[src/rtl/txcw_pkg.sv]
package txcw_pkg;

	localparam int COLUMNS    = 80;
	localparam int ROWS       = 25;
	localparam int CELL_COUNT = ROWS * COLUMNS;

	localparam int ADDR_W = $clog2(CELL_COUNT);
	localparam int RW     = $clog2(ROWS);
	localparam int CW     = $clog2(COLUMNS);

	localparam int ROW_W   = 5;
	localparam int COL_W   = 7;
	localparam int LOC_W   = 11;
	localparam int INDEX_W = 11;
	localparam int WORD_W  = 16;

	localparam logic [7:0] NEWLINE_CODE = 8'd10;
	localparam logic [7:0] SPACE_CODE   = 8'd32;
	localparam logic [7:0] RESET_COLOR  = 8'd9;

	typedef enum logic [1:0] {
		ACT_PUT     = 2'd0,
		ACT_ADVANCE = 2'd1,
		ACT_CLEAR   = 2'd2,
		ACT_READ    = 2'd3
	} action_t;

	typedef struct packed {
		logic       en;
		action_t    action;
		logic       newline;
	} cursor_cmd_t;

	typedef struct packed {
		logic [RW-1:0]     row;
		logic [CW-1:0]     col;
		logic [ADDR_W-1:0] loc;
	} cursor_t;

endpackage

[src/rtl/txcw_cursor.sv]
module txcw_cursor import txcw_pkg::*; (
	input  logic        clk,
	input  logic        arst_n,
	input  cursor_cmd_t cmd,
	output cursor_t     cur,
	output cursor_t     nxt,
	output logic        scroll
);

	logic              at_eol;
	logic              at_bot;
	logic              step_nl;
	logic [ADDR_W-1:0] line_start;

	always_comb begin
		at_eol     = (cur.col == CW'(COLUMNS - 1));
		at_bot     = (cur.row == RW'(ROWS - 1));
		line_start = cur.loc - ADDR_W'(cur.col);
		nxt        = cur;
		scroll     = 1'b0;
		step_nl    = 1'b0;
		case (cmd.action)
			ACT_PUT: begin
				if (cmd.newline) begin
					step_nl = 1'b1;
				end else if (!at_eol) begin
					nxt.col = cur.col + CW'(1);
					nxt.loc = cur.loc + ADDR_W'(1);
				end else if (at_bot) begin
					nxt = '0;
				end else begin
					nxt.row = cur.row + RW'(1);
					nxt.col = '0;
					nxt.loc = cur.loc + ADDR_W'(1);
				end
			end
			ACT_ADVANCE: begin
				if (!at_eol) begin
					nxt.col = cur.col + CW'(1);
					nxt.loc = cur.loc + ADDR_W'(1);
				end else begin
					step_nl = 1'b1;
				end
			end
			ACT_CLEAR: begin
				nxt = '0;
			end
			default: begin
			end
		endcase
		if (step_nl) begin
			nxt.col = '0;
			if (at_bot) begin
				nxt.loc = line_start;
				scroll  = 1'b1;
			end else begin
				nxt.row = cur.row + RW'(1);
				nxt.loc = line_start + ADDR_W'(COLUMNS);
			end
		end
	end

	always_ff @(posedge clk or negedge arst_n) begin
		if (!arst_n) begin
			cur <= '0;
		end else if (cmd.en) begin
			cur <= nxt;
		end
	end

endmodule

[config.mk]
export PLATFORM = sky130hd
export DESIGN_NAME = txcw_cursor
export DESIGN_NICKNAME = d
export VERILOG_FILES = /design/src/rtl/txcw_pkg.sv /design/src/rtl/txcw_cursor.sv
export SDC_FILE = /design/constraint.sdc
export NUM_CORES = 1
export LEC_CHECK = 0
export BUFFER_PORTS_ARGS = -buffer_cell sky130_fd_sc_hd__clkbuf_2
export CORE_AREA = 2 2 68 96
export CTS_CLUSTER_SIZE = 8
export DETAILED_ROUTE_END_ITERATION = 12
export DIE_AREA = 0 0 70 98
export GPL_ROUTABILITY_DRIVEN = 0
export SLEW_MARGIN = 25
export SYNTH_ARGS = -nofsm -noshare
export SYNTH_HDL_FRONTEND = slang
export SYNTH_SLANG_ARGS = --single-unit
export TNS_END_PERCENT = 20
[constraint.sdc]
create_clock -name clk -period 3.34 [get_ports clk]
set_input_delay 0.167 -clock clk [delete_from_list [all_inputs] [get_ports clk]]
set_output_delay 0.167 -clock clk [all_outputs]
set_load 0.005 [all_outputs]
## After elaboration in Yosys (flattened, before gate mapping)

Cells that the tools add are included.
Widths: inputs -> output; s select.

- Flip-flop bits (word level): 23
- Latch bits: 0
- Bits in writable memories: 0
- Memory bits (read-only): 0
- Input bits: 6
- Output and inout port bits: 47
- Logic and storage cells: 28
- Memories kept: 0

- Add/subtract/negate cells: 5
- Multiply operators: 0
- Divide/modulo/power cells: 0
- Magnitude comparators: 0
- Eq/ne operators: 4
- Shift operators: 0
- Mux-type cells: 15
- Bitwise logic cells: 0
- Reduce and logical (&&, ||, !) cells: 1

Operator list:

| cell | number |
|---|---|
| $mux 23 | 3 |
| $pmux 18 s3 | 1 |
| $mux 18 | 2 |
| $add 11x1->11 const B | 1 |
| $add 11x7->11 const B | 1 |
| $mux 11 | 1 |
| $sub 11x7->11 | 1 |
| $mux 5 | 2 |
| $pmux 5 s2 | 1 |
| $add 7x1->7 const B | 1 |
| $eq 7x7->1 const B | 1 |
| $add 5x1->5 const B | 1 |
| $eq 5x5->1 const B | 1 |
| $mux 1 | 4 |
| $eq 2x1->1 const B | 1 |
| $eq 2x2->1 const B | 1 |
| $logic_not 2->1 | 1 |
| $pmux 1 s2 | 1 |

## Depth between registers and ports, before layout

- Depth after elaboration: 7
- Gate-level depth with buffers: 12
- Mapped depth without buffers: 12

## Worst setup path before layout

No wires, ideal clock.

- Kind: reg2reg
- Start point: register cur[0] in the netlist's numbering
- End point: register cur[5] in the netlist's numbering
- Library setup time: 0.125 ns
- Arrival time: 2.419 ns
- Required time: 3.215 ns
- Slack: 0.796 ns
- Stages on the path, launching flop included: 13
- Path buffers: 0
- Period minus slack after synthesis: 2.544 ns
- Cell sequence: dfrtp_1 > inv_1 > ha_1 > inv_1 > fa_1 > a21o_1 > a21oi_1 > xnor2_1 > ha_1 > nand2_1 > nand3_1 > o31a_1 > mux2_4

RTL lines:

| what | RTL line | text |
|---|---|---|
| start, declared | txcw_cursor.sv:5 | `output cursor_t cur,` |
| start signal, assigned | txcw_cursor.sv:67 | `cur <= nxt;` |

==> reports/qor.yml <==
timing:
  grt_setup_unrepaired: "false"
  relSlewSlack_pct: 45.89
  maxSlewViolCount: 0
  tightest_slew_ps: 809.9
  timing.final.crit_share_pct: 93.90
  period_needed_ps: 3136
  final.setup.tns_ps: 0
  timing.final.ws_setup_ps: 203.6
  clock_skew_ps: 8.654
  hold_viol: 0
  setup_viol: 0
  max_freq_mhz: 318.8
synth:
  synth_xor_area_share_pct: 4.163
  ys_seq_area_share_pct: 22.79
  synth_seq_cells: 23
  synthArstFlopShare_pct: 100.0
  ys_types: 67
  synth-edff-count: 0
  synth_top_family_by_area: "compound AO/OA/AOI/OAI gates"
  synth_compound_area_share_pct: 27.11
  yosysTopAreaCellShare_pct: 22.79
  synth_fp_nets: 346
  synthMuxAreaShare_pct: 6.293
  synth_area_leaders: "dfrtp_1 23%, ha_1 6.4%, o21ai_0 6.1%, nand2_1 5.5%, nor2_1 4.9%"
  yosysWarnings: 0
  synth-simple-area-share_pct: 24.33
  ys.flop_type: "dfrtp_1"
  synth_cells: 326
  synth_fa_ha_area_share_pct: 7.235
  yosysTopAreaCell: "dfrtp_1"
  synth.avg_cell_area_um2: 7.745
  syn_area_um2: 2525
global_route:
  overflow: 0
  grt_pass1_vias: 2435
  grt.total_usage_pct: 21.06
  grt_pass1_wl_mm: 11.88
  antenna_found_initial: 0
  grt_max_degree: 29
final_layout:
  largest_reg_flops: 23
  area_growth_pct: 15.06
  top_regs: "cur: 23 flops"
  regMostFlops: "cur"
  drive_above_1_share_pct: 26.68
  fin_nets: 392
  seq_area_um2: 576.8
  fin_util_pct: 48.09
  fillCellCount: 606
  antennaDiodeCount: 0
  multiInputGateArea_um2: 1785
setup_path:
  cp_data_arrival_time_ps: 2970
  reg2reg_slack_ps: 560
  worstPathMaxFanout: 6
  slowest_delay_ps: 460
  critPathLaunchType: "register"
  worst_setup_path_end_kind: "output port"
  crit_path_cell_trace: "inv_1 > ha_1 > nor2b_1 > o2111ai_2 > nand3_1 > and2_1 > ha_2 > nor2_1 > nor4_2 > xnor2_1 > o221ai_1 > clkbuf_2"
  setup.worst_path.class: "register to output port"
  required_ps: 3170
  crit_path_top_delay_cell: "dfrtp_1"
die:
  die_area_um2: 6860
  die_w_um: 70
  core_um2: 6041
  io-pin-count: 53
  die_h_um: 98
  initial_utilization_pct: 41.80
  num_rows: 34
detailed_routing:
  via_count: 2588
  drtIter0Drc: 184
  dr_wl_met2_mm: 3.666
  vias_per_cell: 5.842
  wl_met3_um: 372
  wl_per_cell_um: 16.38
  postRouteAntennaNets: 0
  routed.top_layer: "met4"
  routed_wl_mm: 7.255
  firstDrtPassIters: 4
  drc: 0
  wl_met1_mm: 3.110
power_and_ir_drop:
  power.density_nw_per_um2: 725.6
  p_leak_nw: 1.248
  ir_drop_mv: 0.2666
clock_tree:
  cts_buffers: 3
  cts-htree-levels: 1
  cts_root_buf: "clkbuf_8"
  cts_tree: "yes"
  clkTransAtPathRegs_ps: 110
  clockBufferDepth: 2
  clock_latency_ps: 280
  cts_sinks: 23
placed_design:
  dp_slack_ps: 471.9
  dp_hpwl_mm: 5.295
  io_buffers: 52
run_status:
  status: "finished, final reports clean"
min_path:
  min_path_type: "primary input to async pin"
job:
  maxCapViolCount: 0
==> path summary, 6_finish.rpt <==
check | start | end | cells after the start
max | cur[12] | nxt[10] | 12
min | arst_n | cur[16] | 2
max reg2reg | cur[12] | cur[10] | 12
min reg2reg | cur[22] | cur[22] | 1
max in group asynchronous | arst_n | cur[11] | 2
min in group clk | cmd[0] | cur[16] | 6
==> cell families after synthesis <==
kind of cell | Yosys count
compound gates | 98
buf+inv | 40
simple gates | 125
mux | 14
xor+xnor | 12
flops | 23
fa+ha+maj | 14
==> per-stage QoR <==
stage	hold slack (ps)	cell area (µm²)	total power, mW	instances
after floorplan	-128.6	2525	1.437	326
after global placement	234.0	2785	1.781	435
after detailed placement	234.1	2785	1.782	435
after CTS	465.2	2841	1.990	440
after global routing	493.3	2905	2.290	443
final	433.2	2905	2.108	443
==> critical path, delay by kind of cell (launching register included) <==
| family | cells | cell delay, ps |
|---|---|---|
| buffers and inverters | 2 | 260 |
| xor gates and xnor gates | 1 | 120 |
| and+or+nand+nor | 5 | 970 |
| adders and majority gates | 2 | 450 |
| DFF | 1 | 460 |
| AOI/OAI and AO/OA | 2 | 430 |
==> metal layers <==
metal	global-route usage, %	vias up
li1	-	1267
met1	26.95	1239
met2	37.88	73
met3	1.858	9
met4	5.178	0
met5	0	-
==> Yosys cell counts (3+ instances only) <==
| master | number |
|---|---|
| o211ai_1 | 5 |
| clkbuf_1 | 10 |
| buf_6 | 4 |
| a31oi_1 | 3 |
| xnor2_1 | 6 |
| o22ai_1 | 3 |
| o21ai_0 | 31 |
| dfrtp_1 | 23 |
| nor2_1 | 33 |
| o221ai_1 | 4 |
| xor2_1 | 6 |
| nand3_1 | 16 |
| nor2b_1 | 5 |
| ha_1 | 13 |
| inv_1 | 20 |
| mux2_2 | 11 |
| nor3_1 | 12 |
| a21oi_1 | 19 |
| nand2_1 | 37 |
| o31ai_1 | 3 |
==> power breakdown <==
group | leakage, nW | switching [mW] | internal, mW | total, mW
clock | 0.0255 | 0.116 | 0.0839 | 0.200
combinational | 0.922 | 0.767 | 0.655 | 1.42
sequential | 0.300 | 0.143 | 0.344 | 0.487
total | 1.25 | 1.03 | 1.08 | 2.11
==> final cells by class <==
cell class              count  share of cell area (%)
clock buffers               3                   1.421
multi-input cells         263                   61.46
inverters                  21                   2.885
well taps                  72                   3.101
clock inverters             1                  0.1723
repair buffers             60                   11.11
flip-flops and latches     23                   19.85
==> cells in the final DEF (no fill, tap or decap), types with 4 or more instances in the layout <==
cell type and n:
inv_1 19, nor3_1 12, nor2b_1 5, nand3_1 16
dfrtp_1 22, a21oi_1 16, buf_4 7, mux2_2 11
o221ai_1 4, xor2_1 6, o21ai_0 30, nand2_1 37
clkbuf_2 52, nor2_1 33, ha_1 10, o211ai_1 5
xnor2_1 5
==> what timing repair did <==
action                     4_1_cts  5_1_grt
hold endpoints to repair        23        0
hold buffers                     1        0
buffers inserted                 0        3
setup endpoints to repair        0        3
resized for setup                0       13
(Power assumes the default switching activity.)
